File: src/rtl/ssr_pkg.sv
package ssr_pkg;

  localparam int unsigned SampleW = 12;
  localparam int unsigned AdjW    = 13;
  localparam int unsigned RowW    = 8;
  localparam int unsigned OffsetW = 15;
  localparam int unsigned GainW   = 3;
  localparam int unsigned CfgIdxW = 2;
  localparam int unsigned VW      = 20;  // sample minus fifteen times the shift
  localparam int unsigned PW      = 29;  // scaled product, gain in twentieths
  localparam int unsigned KW      = 9;   // gain in twentieths
  localparam int unsigned NW      = 16;  // product divided by four, below saturation
  localparam int unsigned RecipW  = 18;
  localparam int unsigned RecipSh = 24;

  localparam logic [CfgIdxW-1:0] CFG_FRONT_END_MODE  = 2'd0;
  localparam logic [CfgIdxW-1:0] CFG_GAIN_SELECT     = 2'd1;
  localparam logic [CfgIdxW-1:0] CFG_VERTICAL_OFFSET = 2'd2;

  localparam logic [RowW-1:0]    ROW_TOP      = 8'd31;
  localparam logic [RowW-1:0]    ROW_BOTTOM   = 8'd189;
  localparam logic [OffsetW-1:0] OFFSET_SPLIT = 15'd10000;
  localparam logic [OffsetW-1:0] OFFSET_WRAP  = 15'd21000;

  // Row divisor times the gain denominator is 500 or 1020; both carry a factor of four,
  // leaving 125 or 255. Saturation points are 159 * 125 and 159 * 255.
  localparam logic [NW-1:0]     SAT_DIRECT    = 16'd19875;
  localparam logic [NW-1:0]     SAT_FRONT_END = 16'd40545;
  localparam logic [RecipW-1:0] RECIP_125     = 18'd134218;  // ceil(2^24 / 125)
  localparam logic [RecipW-1:0] RECIP_255     = 18'd65794;   // ceil(2^24 / 255)

  typedef struct packed {
    logic                  front_end_mode;
    logic [GainW-1:0]      gain_select;
    logic [AdjW-1:0]       adjusted_sample;
    logic signed [VW-1:0]  v;
  } ssr_s1_t;

  typedef struct packed {
    logic                  front_end_mode;
    logic [AdjW-1:0]       adjusted_sample;
    logic signed [PW-1:0]  p;
  } ssr_s2_t;

  typedef struct packed {
    logic                  non_pos;
    logic                  sat;
    logic [RowW-1:0]       quot;
    logic [AdjW-1:0]       adjusted_sample;
  } ssr_s3_t;

  function automatic logic [KW-1:0] gain_k(input logic [GainW-1:0] sel);
    logic [KW-1:0] k;
    case (sel)
      3'd0:    k = 9'd20;
      3'd1:    k = 9'd33;
      3'd2:    k = 9'd66;
      3'd3:    k = 9'd165;
      3'd4:    k = 9'd330;
      default: k = 9'd0;
    endcase
    return k;
  endfunction

endpackage

File: src/rtl/ssr_offset.sv
module ssr_offset (
  input  logic                           clk_i,
  input  logic                           rst_ni,
  input  logic                           front_end_mode_i,
  input  logic [ssr_pkg::GainW-1:0]      gain_select_i,
  input  logic [ssr_pkg::OffsetW-1:0]    vertical_offset_i,
  input  logic                           valid_i,
  output logic                           ready_o,
  input  logic [ssr_pkg::SampleW-1:0]    sample_i,
  output logic                           valid_o,
  input  logic                           ready_i,
  output ssr_pkg::ssr_s1_t               data_o
);
  import ssr_pkg::*;

  logic                 valid_q;
  ssr_s1_t              data_d, data_q;
  logic [AdjW-1:0]      adj;
  logic                 wrap;
  logic signed [15:0]   shift;
  logic signed [VW-1:0] shift_x;

  always_comb begin
    adj   = front_end_mode_i ? {sample_i, 1'b0} : {1'b0, sample_i};
    wrap  = (vertical_offset_i > OFFSET_SPLIT) && (vertical_offset_i < OFFSET_WRAP);
    shift = wrap ? ($signed({1'b0, vertical_offset_i}) - $signed({1'b0, OFFSET_WRAP}))
                 : $signed({1'b0, vertical_offset_i});
    shift_x = {{(VW-16){shift[15]}}, shift};
    data_d.front_end_mode  = front_end_mode_i;
    data_d.gain_select     = gain_select_i;
    data_d.adjusted_sample = adj;
    // fifteen times the shift as sixteen times less one
    data_d.v = $signed({{(VW-AdjW){1'b0}}, adj}) - ((shift_x <<< 4) - shift_x);
  end

  assign ready_o = !valid_q || ready_i;
  assign valid_o = valid_q;
  assign data_o  = data_q;

  always_ff @(posedge clk_i or negedge rst_ni) begin
    if (!rst_ni) begin
      valid_q <= 1'b0;
    end else if (ready_o) begin
      valid_q <= valid_i;
    end
  end

  always_ff @(posedge clk_i) begin
    if (ready_o && valid_i) begin
      data_q <= data_d;
    end
  end

endmodule

File: src/rtl/ssr_gain.sv
module ssr_gain (
  input  logic                clk_i,
  input  logic                rst_ni,
  input  logic                valid_i,
  output logic                ready_o,
  input  ssr_pkg::ssr_s1_t    data_i,
  output logic                valid_o,
  input  logic                ready_i,
  output ssr_pkg::ssr_s2_t    data_o
);
  import ssr_pkg::*;

  logic                   valid_q;
  ssr_s2_t                data_d, data_q;
  logic signed [PW:0]     prod;

  always_comb begin
    prod = data_i.v * $signed({1'b0, gain_k(data_i.gain_select)});
    data_d.front_end_mode  = data_i.front_end_mode;
    data_d.adjusted_sample = data_i.adjusted_sample;
    data_d.p               = prod[PW-1:0];
  end

  assign ready_o = !valid_q || ready_i;
  assign valid_o = valid_q;
  assign data_o  = data_q;

  always_ff @(posedge clk_i or negedge rst_ni) begin
    if (!rst_ni) begin
      valid_q <= 1'b0;
    end else if (ready_o) begin
      valid_q <= valid_i;
    end
  end

  always_ff @(posedge clk_i) begin
    if (ready_o && valid_i) begin
      data_q <= data_d;
    end
  end

endmodule

File: src/rtl/ssr_row.sv
module ssr_row (
  input  logic                       clk_i,
  input  logic                       rst_ni,
  input  logic                       valid_i,
  output logic                       ready_o,
  input  ssr_pkg::ssr_s2_t           data_i,
  output logic                       valid_o,
  input  logic                       ready_i,
  output logic [ssr_pkg::RowW-1:0]   display_row_o,
  output logic [ssr_pkg::AdjW-1:0]   adjusted_sample_o
);
  import ssr_pkg::*;

  localparam int unsigned MW = NW + RecipW;

  logic                s3_valid_q, s4_valid_q;
  logic                s3_ready, s4_ready;
  ssr_s3_t             s3_d, s3_q;
  logic [PW-4:0]       n_full;
  logic [NW-1:0]       sat_lim;
  logic [RecipW-1:0]   recip;
  logic [MW-1:0]       mprod;
  logic [RowW-1:0]     row_d, row_q;
  logic [AdjW-1:0]     adj_q;

  // Quotient stage: divide the positive product by the combined divisor via reciprocal
  always_comb begin
    n_full  = data_i.p[PW-2:2];
    sat_lim = data_i.front_end_mode ? SAT_FRONT_END : SAT_DIRECT;
    recip   = data_i.front_end_mode ? RECIP_255 : RECIP_125;
    mprod   = n_full[NW-1:0] * recip;
    s3_d.non_pos         = data_i.p[PW-1];
    s3_d.sat             = n_full >= {{(PW-3-NW){1'b0}}, sat_lim};
    s3_d.quot            = mprod[RecipSh+RowW-1:RecipSh];
    s3_d.adjusted_sample = data_i.adjusted_sample;
  end

  // Row stage: a negative value falls below the bottom row, hold it there; a saturated one goes to the top row
  always_comb begin
    if (s3_q.non_pos) begin
      row_d = ROW_BOTTOM;
    end else if (s3_q.sat) begin
      row_d = ROW_TOP;
    end else begin
      row_d = ROW_BOTTOM - s3_q.quot;
    end
  end

  assign s4_ready = !s4_valid_q || ready_i;
  assign s3_ready = !s3_valid_q || s4_ready;
  assign ready_o  = s3_ready;

  always_ff @(posedge clk_i or negedge rst_ni) begin
    if (!rst_ni) begin
      s3_valid_q <= 1'b0;
      s4_valid_q <= 1'b0;
    end else begin
      if (s3_ready) begin
        s3_valid_q <= valid_i;
      end
      if (s4_ready) begin
        s4_valid_q <= s3_valid_q;
      end
    end
  end

  always_ff @(posedge clk_i) begin
    if (s3_ready && valid_i) begin
      s3_q <= s3_d;
    end
    if (s4_ready && s3_valid_q) begin
      row_q <= row_d;
      adj_q <= s3_q.adjusted_sample;
    end
  end

  assign valid_o           = s4_valid_q;
  assign display_row_o     = row_q;
  assign adjusted_sample_o = adj_q;

endmodule

File: src/rtl/scope_sample_to_screen_row.sv
// Maps each 12-bit ADC sample to a display row in 31..189, and returns the sample
// (doubled in front-end mode) alongside it. Four register stages: offset subtract, gain
// multiply, reciprocal divide, row clamp. One sample is taken every clock unless the
// input is stalled; its result is presented from the row clamp register. A stall on
// the output backs up through the stage registers in the same cycle, so the input
// stalls only once every stage holds a sample and the output is stalled.
// Configuration registers are written through the cfg port, which is always ready, and
// must only change while no sample is in flight.
module scope_sample_to_screen_row (
  input  logic                           clk_i,
  input  logic                           rst_ni,
  input  logic                           cfg_valid_i,
  output logic                           cfg_ready_o,
  input  logic [ssr_pkg::CfgIdxW-1:0]    cfg_index_i,
  input  logic [ssr_pkg::OffsetW-1:0]    cfg_data_i,
  input  logic                           in_valid_i,
  output logic                           in_stall_o,
  input  logic [ssr_pkg::SampleW-1:0]    sample_i,
  output logic                           out_valid_o,
  input  logic                           out_stall_i,
  output logic [ssr_pkg::RowW-1:0]       display_row_o,
  output logic [ssr_pkg::AdjW-1:0]       adjusted_sample_o
);
  import ssr_pkg::*;

  logic                mode_q;
  logic [GainW-1:0]    gain_q;
  logic [OffsetW-1:0]  offset_q;
  logic                s1_ready, s1_valid, s2_ready, s2_valid, row_ready;
  ssr_s1_t             s1_data;
  ssr_s2_t             s2_data;

  assign cfg_ready_o = 1'b1;

  always_ff @(posedge clk_i or negedge rst_ni) begin
    if (!rst_ni) begin
      mode_q   <= 1'b0;
      gain_q   <= '0;
      offset_q <= '0;
    end else if (cfg_valid_i && cfg_ready_o) begin
      unique case (cfg_index_i)
        CFG_FRONT_END_MODE:  mode_q   <= cfg_data_i[0];
        CFG_GAIN_SELECT:     gain_q   <= cfg_data_i[GainW-1:0];
        CFG_VERTICAL_OFFSET: offset_q <= cfg_data_i;
        default: ;
      endcase
    end
  end

  ssr_offset u_offset (
    .clk_i             (clk_i),
    .rst_ni            (rst_ni),
    .front_end_mode_i  (mode_q),
    .gain_select_i     (gain_q),
    .vertical_offset_i (offset_q),
    .valid_i           (in_valid_i),
    .ready_o           (s1_ready),
    .sample_i          (sample_i),
    .valid_o           (s1_valid),
    .ready_i           (s2_ready),
    .data_o            (s1_data)
  );

  ssr_gain u_gain (
    .clk_i   (clk_i),
    .rst_ni  (rst_ni),
    .valid_i (s1_valid),
    .ready_o (s2_ready),
    .data_i  (s1_data),
    .valid_o (s2_valid),
    .ready_i (row_ready),
    .data_o  (s2_data)
  );

  ssr_row u_row (
    .clk_i             (clk_i),
    .rst_ni            (rst_ni),
    .valid_i           (s2_valid),
    .ready_o           (row_ready),
    .data_i            (s2_data),
    .valid_o           (out_valid_o),
    .ready_i           (!out_stall_i),
    .display_row_o     (display_row_o),
    .adjusted_sample_o (adjusted_sample_o)
  );

  assign in_stall_o = !s1_ready;

  a_row_range: assert property (@(posedge clk_i) disable iff (!rst_ni)
    out_valid_o |-> (display_row_o >= ROW_TOP && display_row_o <= ROW_BOTTOM))
    else $error("display row outside screen range");

  a_no_spurious_stall: assert property (@(posedge clk_i) disable iff (!rst_ni)
    !out_stall_i |-> !in_stall_o)
    else $error("input stalled without a downstream stall");

  a_adj_range: assert property (@(posedge clk_i) disable iff (!rst_ni)
    out_valid_o |-> (adjusted_sample_o <= 13'd8190))
    else $error("adjusted sample out of range");

endmodule
File: config.mk
export PLATFORM = sky130hd
export DESIGN_NAME = scope_sample_to_screen_row
export DESIGN_NICKNAME = d
export VERILOG_FILES = /design/src/rtl/ssr_pkg.sv /design/src/rtl/ssr_offset.sv /design/src/rtl/ssr_gain.sv /design/src/rtl/ssr_row.sv /design/src/rtl/scope_sample_to_screen_row.sv
export SDC_FILE = /design/constraint.sdc
export NUM_CORES = 1
export LEC_CHECK = 0
export ABC_AREA = 0
export BUFFER_PORTS_ARGS = -buffer_cell sky130_fd_sc_hd__buf_2
export CAP_MARGIN = 15
export CORE_AREA = 4 4 177 351
export DETAILED_ROUTE_END_ITERATION = 8
export DIE_AREA = 0 0 181 355
export GPL_ROUTABILITY_DRIVEN = 0
export PLACE_DENSITY_LB_ADDON = 0.12
export SLEW_MARGIN = 10
export SYNTH_ARGS = -nofsm -noshare
export SYNTH_HDL_FRONTEND = slang
export SYNTH_HIERARCHICAL = 1
export SYNTH_SLANG_ARGS = --single-unit
File: constraint.sdc
create_clock -name clk_i -period 7.5 [get_ports clk_i]
set_input_delay 1.5 -clock clk_i [delete_from_list [all_inputs] [get_ports clk_i]]
set_output_delay 1.5 -clock clk_i [all_outputs]
set_load 0.02 [all_outputs]
# After elaboration in Yosys (flattened, before gate mapping)
# Index checks and enable logic that the tools add are counted.
# op_classes
add_sub_neg	4
n_mul	2
div	0
n_lt_le_gt_ge	3
eq_ne	6
shifts	0
mux	6
bitwise	0
n_reduce_logical	21
# ops
cell	count
$pmux W9 S5	1
$mul A16 B18 Y32	1
$mux W16	2
$mul A20 B10 Y29	1
$ge A26 B16 Y1	1
$sub A14 B20 Y20	1
$sub A20 B16 Y20	1
$mux W18	1
$sub A15 B15 Y16 const B	1
$gt A15 B14 Y1 const B	1
$lt A15 B15 Y1 const B	1
$mux W13	1
$mux W8	1
$sub A8 B8 Y8 const A	1
$eq A3 B2 Y1 const B	2
$logic_not A1 Y1	6
$reduce_and A2 Y1	3
$logic_and A1 B1 Y1	5
$logic_or A1 B1 Y1	4
$eq A3 B1 Y1 const B	1
$eq A3 B3 Y1 const B	1
$logic_not A3 Y1	1
$eq A2 B1 Y1 const B	1
$eq A2 B2 Y1 const B	1
other kinds (2)	2
# word_totals
reg_bits	147
latchBits	0
mem_bits_rw	0
mem_bits_ro	0
word_cells	63
memories	0

# Depth between registers and ports, before layout
# Gate-level depths: netlist of run 1.
# logic_depth
word_depth	6
ltp_mapped	24
depth_no_buf	23

# By module
# Netlist of run 1, hierarchy kept.
# modules_own_cells
mod	instances	cells_each	area_per_inst_um2
ssr_gain	1	703	7380.8
ssr_row	1	604	6284.8
ssr_offset	1	330	3203.1
scope_sample_to_screen_row	1	46	792.0

# Worst setup path after synthesis of run 1
# No wires, ideal clock.
# synth_path
path_kind	register -> register
startpoint	register u_gain.data_q, in the netlist u_gain/data_o[42]
endpoint	register u_row/s3_q[20] (netlist name), data pin
arrival_ns	5.570
setup_slack_ns	1.670
stages_incl_launch_ff	22
synth_period_minus_slack_ns	5.830
cell_sequence	edfxtp_1 -> clkbuf_1 -> clkinv_1 -> ha_1 -> inv_1 -> ha_1 -> fa_1 -> inv_1 -> fa_1 -> inv_1 -> fa_1 -> fa_1 -> inv_1 -> fa_1 -> ha_1 -> a21oi_1 -> o22ai_1 -> a211oi_1 -> a21oi_1 -> a41oi_2 -> o221ai_2 -> xnor2_1
# synth_between
elab_chain_cells	2
# synth_lines
element	line	text
from (decl)	ssr_gain.sv:14	ssr_s2_t data_d, data_q;
from (signal assigned)	ssr_gain.sv:38	data_q <= data_d;
$mux W18	ssr_row.sv:30	recip = data_i.front_end_mode ? RECIP_255 : RECIP_125;
$mul A16 B18 Y32	ssr_row.sv:31	mprod = n_full[NW-1:0] * recip;
net u_row.mprod[31]	ssr_row.sv:22	logic [MW-1:0] mprod;
to (signal assigned)	ssr_row.sv:69	s3_q <= s3_d;
to (decl)	ssr_row.sv:18	ssr_s3_t s3_d, s3_q;
# The timed path passes the listed nets, and every way through them passes these cells.
# A chain may end at the register's enable or synchronous reset.

# Worst setup path in the final report of run 1
# layout_path
startpoint	register u_offset.data_q, in the netlist u_offset/data_o[34]
endpoint	register u_gain.data_q, in the netlist u_gain/data_o[27], data pin
# layout_between
elab_chain_cells	3
word_cells_on_any_way	7
classes_between	mul: 1; eq/ne: 4; mux: 1; reduce/logical: 1
# layout_lines
element	line	text
from (decl)	ssr_offset.sv:17	ssr_s1_t data_d, data_q;
from (signal assigned)	ssr_offset.sv:50	data_q <= data_d;
$eq A3 B3 Y1 (tied with other cells)	ssr_pkg.sv:54	case (sel)
$pmux W9 S5 (*)	ssr_pkg.sv:54	
$mul A20 B10 Y29 (*)	ssr_gain.sv:18	prod = data_i.v * $signed({1'b0, gain_k(data_i.gain_select)});
net u_gain.prod[27]	ssr_gain.sv:15	logic signed [PW:0] prod;
# Mark *: on every way through the listed nets, which the timed path passes. The rest lies on a longest branch.

==> results of run 1 <==
-- registers in the layout, summed over array words and instances (netlist names) --
name,cells
gain_q,3
mode_q,1
offset_q,15
u_gain/data_o,41
u_gain/valid_o,1
u_offset/data_o,37
u_offset/valid_o,1
u_row/adjusted_sample_o,13
u_row/display_row_o,8
u_row/s3_q,23
u_row/s3_valid_q,1
u_row/valid_o,1
-- path summary, 6_finish.rpt --
kind,cells after the start,start,endpoint
worst min register to register,0,u_row/s3_q[10]$_DFFE_PP_,u_row/adjusted_sample_o[10]$_DFFE_PP_
min in group asynchronous,1,rst_ni,u_row/s3_valid_q$_DFFE_PN0N_
worst max-delay path,20,u_offset/data_o[34]$_DFFE_PP_,u_gain/data_o[27]$_DFFE_PP_
max in group asynchronous,1,rst_ni,offset_q[2]$_DFFE_PN0P_
worst min-delay path,0,u_row/s3_q[10]$_DFFE_PP_,u_row/adjusted_sample_o[10]$_DFFE_PP_
worst max register to register,20,u_offset/data_o[34]$_DFFE_PP_,u_gain/data_o[27]$_DFFE_PP_
-- worst register-to-register path: cells and delay by family (launching register included) --
kind            cells  cell delay (ns)
compound gates      2             0.54
xor+xnor            2             0.29
fa+ha+maj           6             3.19
buf+inv             5             0.52
flops               1             0.99
simple gates        5             0.76
-- per-stage QoR --
stage               util [%]  hold WS, ns
floorplan                  -       0.4003
global placement       31.53       0.4012
detailed placement     31.53       0.4045
CTS                    32.53       0.4163
global route           32.58       0.4249
finish                 32.58       0.4187
-- per-layer routing --
metal	vias to the layer above	global-route usage, %
met2	152	26.64
li1	5680	-
met1	5768	18.01
met3	36	1.984
met5	-	0
met4	0	3.546
-- layout make-up --
cell class	count	area (um^2)
clock inverters	15	170.2
multi-input cells	1181	12030
fillers	6225	40170
well taps	774	968.4
inverters	325	1220
repair buffers	64	360.3
diodes	1	2.502
flip-flops and latches	145	4239
clock buffers	17	425.4
-- cell usage in the layout (no fill, tap or decap), types with 11 or more instances in the layout --
cell / count
o211ai_1: 11
o21a_1: 11
and3_1: 34
nor2_1: 38
clkbuf_16: 17
and2_1: 80
inv_1: 324
nand3_1: 16
a21o_1: 23
o21ai_0: 33
buf_2: 56
edfxtp_1: 122
nand2_1: 126
fa_1: 219
dfrtp_1: 23
a21oi_1: 64
nand2b_1: 17
xor2_1: 21
nor3_1: 14
mux2i_1: 14
xnor2_1: 56
ha_1: 242
==> out/metrics.cfg, run 1 <==
[routing]
wl_per_cell_um=17.86
drc=0
via_count=11636
dr_wl_met3_mm=1.160
drt_iter0_drc=449
avgViaCountPerCell=4.614
wl_met1_mm=19.17
drt-total-wl_mm=45.03
top_layer=met4
ant_nets=0
dr.pass1.iters=5
wl_met2_mm=23.77

[global_routing]
antenna_found_initial=1
grt.overflow.total=0
grt_max_degree=42
grtUsageTotal_pct=14.54
grt_pass1_vias=12737
grt_pass1_wl_mm=72.91

[sta]
tns_ns=0
finalSetupViolations=0
layout_min_cycle_time_ns=6.523
slew_headroom_pct=29.37
slew_viol_final=0
tightestPinTransition_ns=1.059
finalHoldViolations=0
setup_ws_ns=0.9767
fin_skew_ns=0.01519
rsz0062_at_grt=no
final_min_period_over_clock_period_pct=86.98
maxClockFrequency_mhz=153.3

[worst_setup_path]
path_class=reg2reg
slowest_stage=edfxtp_1
cp.required_ns=7.68
cpMostUsedCell=fa_1
max_stage_delay_ns=0.99
crit_buf_inv=5
cp_top_family=adder cells
path_max_fanout=24
worstPathArrival_ns=6.70
end_kind=flip-flop
start_kind=flip-flop
cp_cell_sequence=xnor2_1 > nor2_1 > buf_4 > and2_1 > fa_1 > inv_1 > fa_1 > inv_1 > fa_1 > fa_1 > inv_1 > fa_1 > inv_1 > ha_1 > and3_1 > nand3_1 > nand2_1 > a41o_1 > a221oi_2 > xnor2_1
rrSetupSlack_ns=0.98

[clock_tree]
cts-root-buf=clkbuf_16
ctsResizeCount=0
cts_sinks=145
clkSlewWorstSetupHoldPaths_ns=0.07
ctsHoldBuffers=0
clockBufferDepth=2
tritoncts=done
ctsHtreeMaxLevel=4
cts-buffers-inserted=17
clock_latency_ns=0.44
cts_setup_buffers=0

[floorplanning]
io_pins=58
die_y_um=355
start_util_pct=29.54
die_w_um=181
rows=127
coreArea_mm2=0.05959
dieArea_mm2=0.06426

[place]
dpl-instance-area_mm2=0.01879
dpl.hpwl_mm=38.23
dpl.cell_count=2488
pre_cts_ws_ns=0.9445
portBuffers=56

[logic_synthesis]
synth_area_per_cell_um2=10.47
yosysWarnings=6
netlist_instances=1681
syn_area_mm2=0.01760

[worst_hold_path]
hp-class=reg2reg

[flow_run]
cap_viol_max_count=0

[layout]
fin_nets=2229
drive_gt1_share_pct=8.357
design_area_mm2=0.01941
stdcell_count=2522
area_growth_syn_to_layout_pct=10.31

[outcome]
status=completed

Power of run 1 is left out: the tool's default activity adds up to more than one toggle a clock period on the data nets, which glitch-free logic cannot reach.
==> inputs of run 2 (changes only) <==
--- a/config.mk
+++ b/config.mk
@@ -8,9 +8,9 @@
 export ABC_AREA = 0
 export BUFFER_PORTS_ARGS = -buffer_cell sky130_fd_sc_hd__buf_2
 export CAP_MARGIN = 15
-export CORE_AREA = 4 4 177 351
+export CORE_AREA = 2 2 191 240
 export DETAILED_ROUTE_END_ITERATION = 8
-export DIE_AREA = 0 0 181 355
+export DIE_AREA = 0 0 193 242
 export GPL_ROUTABILITY_DRIVEN = 0
 export PLACE_DENSITY_LB_ADDON = 0.12
 export SLEW_MARGIN = 10
==> run 2 against run 1 <==
  * Utilization increased by 10 points
  * Non-clock buffer count is the same
  * Count of clock-buffer cells in the layout unchanged
  * Fmax fell by 0.24%
  * Cell area is 1.2% lower
  * Critical path depth shrank 1
  * Die area fell by 27%
==> out/metrics.cfg, run 2 (same netlist as run 1, synthesis figures left out) <==
[global_routing]
grt_pass1_wl_mm=65.29  ; was 72.91 mm
met1_usage_pct=21.01  ; was 18.01%
grtUsageMet3_pct=2.072  ; was 1.984%
grtUsageTotal_pct=18.08  ; was 14.54%
top_usage_layer=met2  ; unchanged
met2_usage_pct=34.30  ; was 26.64%
grt_pass1_vias=12393  ; was 12737
grt_max_degree=42  ; unchanged
grt.overflow.total=0  ; unchanged
antenna_found_initial=0  ; was 1

[worst_setup_path]
path_class=reg2reg  ; unchanged
worstPathArrival_ns=6.72  ; was 6.70 ns
start_kind=flip-flop  ; unchanged
cp_cell_sequence=xnor2_1 > nor2_1 > buf_4 > and2_1 > fa_1 > fa_1 > inv_1 > fa_1 > fa_1 > inv_1 > fa_1 > ha_1 > a211oi_1 > o211ai_1 > a221oi_1 > o41a_2 > nand3_1 > a41o_1 > xor2_1  ; was xnor2_1 > nor2_1 > buf_4 > and2_1 > fa_1 > inv_1 > fa_1 > inv_1 > fa_1 > fa_1 > inv_1 > fa_1 > inv_1 > ha_1 > and3_1 > nand3_1 > nand2_1 > a41o_1 > a221oi_2 > xnor2_1
path_max_fanout=24  ; unchanged
end_kind=flip-flop  ; unchanged
crit_buf_inv=3  ; was 5
cp.required_ns=7.68  ; about the same
cp_top_family=adder cells  ; unchanged
cpMostUsedCell=fa_1  ; unchanged
max_stage_delay_ns=0.87  ; was 0.99 ns
slowest_stage=edfxtp_1  ; unchanged

[floorplanning]
start_util_pct=39.44  ; was 29.54%
coreArea_mm2=0.04463  ; was 0.05959 mm^2
die_y_um=242  ; was 355 um
io_pins=58  ; unchanged
dieArea_mm2=0.04671  ; was 0.06426 mm^2
die_w_um=193  ; was 181 um
rows=87  ; was 127

[layout]
fill_cells=4398  ; was 6225
final_common_cell=inv_1  ; unchanged
drive_gt1_share_pct=8.300  ; was 8.357%
largest_reg_flops=41  ; unchanged
final_cell_mix=inv_1, ha_1, fa_1  ; unchanged
area_growth_syn_to_layout_pct=9.035  ; was 10.31%
fin_nets=2229  ; unchanged
insertedDiodeCount=0  ; was 1

[sta]
setup_ws_ns=0.9611  ; was 0.9767 ns
rsz0062_at_grt=no  ; unchanged
finalHoldViolations=0  ; unchanged
tightestPinTransition_ns=1.104  ; was 1.059 ns
finalSetupViolations=0  ; unchanged
tns_ns=0  ; unchanged
slew_headroom_pct=26.42  ; was 29.37%
final_min_period_over_clock_period_pct=87.18  ; was 86.98%
maxClockFrequency_mhz=152.9  ; was 153.3 MHz
layout_min_cycle_time_ns=6.539  ; was 6.523 ns
hold_ws_ns=0.4163  ; was 0.4187 ns
fin_skew_ns=0.01272  ; was 0.01519 ns
slew_viol_final=0  ; unchanged

[clock_tree]
cts_sinks=145  ; unchanged
ctsResizeCount=0  ; unchanged
clkSlewWorstSetupHoldPaths_ns=0.07  ; about the same
clock_latency_ns=0.44  ; about the same
cts_setup_buffers=0  ; unchanged
cts-root-buf=clkbuf_16  ; unchanged
ctsHtreeMaxLevel=4  ; unchanged
ctsHoldBuffers=0  ; unchanged
tritoncts=done  ; unchanged
cts-buffers-inserted=17  ; unchanged
clockBufferDepth=2  ; unchanged

[place]
dpl.hpwl_mm=34.41  ; was 38.23 mm
portBuffers=56  ; unchanged
pre_cts_ws_ns=0.9454  ; was 0.9445 ns

[routing]
drc=0  ; unchanged
drt_iter0_drc=455  ; was 449
ant_nets=0  ; unchanged
avgViaCountPerCell=4.956  ; was 4.614
via_count=11523  ; was 11636
drt-total-wl_mm=39.99  ; was 45.03 mm
dr.pass1.iters=6  ; was 5
wl_per_cell_um=17.20  ; was 17.86 um

[flow_run]
cap_viol_max_count=0  ; unchanged

[worst_hold_path]
hp-class=reg2reg  ; unchanged

[outcome]
status=completed  ; unchanged

run 2: cell count changes in the layout (fill, tap and decap cells not counted), sizes merged:
cell / before / now
bufinv: 2 / 4
inv: 331 / 332
diode: 1 / 0
clkinvlp: 3 / 0
run 2: area by class of cell:
class | count | area [um^2] | area share [%]
Multi-Input combinational cell | 1181 | 12020 | 62.65
Sequential cell | 145 | 4239 | 22.09
Inverter | 325 | 1220 | 6.357
Tap cell | 578 | 723.2 | 3.768
Clock buffer | 17 | 425.4 | 2.217
Timing Repair Buffer | 64 | 340.3 | 1.773
Clock inverter | 15 | 219.0 | 1.141
run 2: metal layers:
metal	up-vias	wire [um]
met1	5698	16360
li1	5666	-
met4	0	845
met3	37	595
met5	-	0
met2	122	22190
run 2: final timing paths:
kind / slack [ns] / from / cells past startpoint / endpoint
worst min register to register: 0.42 / u_row/s3_q[6]$_DFFE_PP_ / 0 / u_row/adjusted_sample_o[6]$_DFFE_PP_
worst max-delay path: 0.96 / u_offset/data_o[34]$_DFFE_PP_ / 19 / u_gain/data_o[26]$_DFFE_PP_
worst max register to register: 0.96 / u_offset/data_o[34]$_DFFE_PP_ / 19 / u_gain/data_o[26]$_DFFE_PP_
min in group asynchronous: 1.03 / rst_ni / 1 / u_gain/valid_o$_DFFE_PN0N_
max in group asynchronous: 6.12 / rst_ni / 1 / offset_q[5]$_DFFE_PN0P_
worst min-delay path: 0.42 / u_row/s3_q[6]$_DFFE_PP_ / 0 / u_row/adjusted_sample_o[6]$_DFFE_PP_
run 2: stage by stage:
stage	instance area, um^2	utilization [%]	std cells
detailed placement	18550	41.56	2293
floorplan	17620	-	1685
finish	19190	43.00	2325
CTS	19190	43.00	2325
global placement	18550	41.56	2293
global route	19190	43.00	2325
Power of run 2 is left out for the same reason.
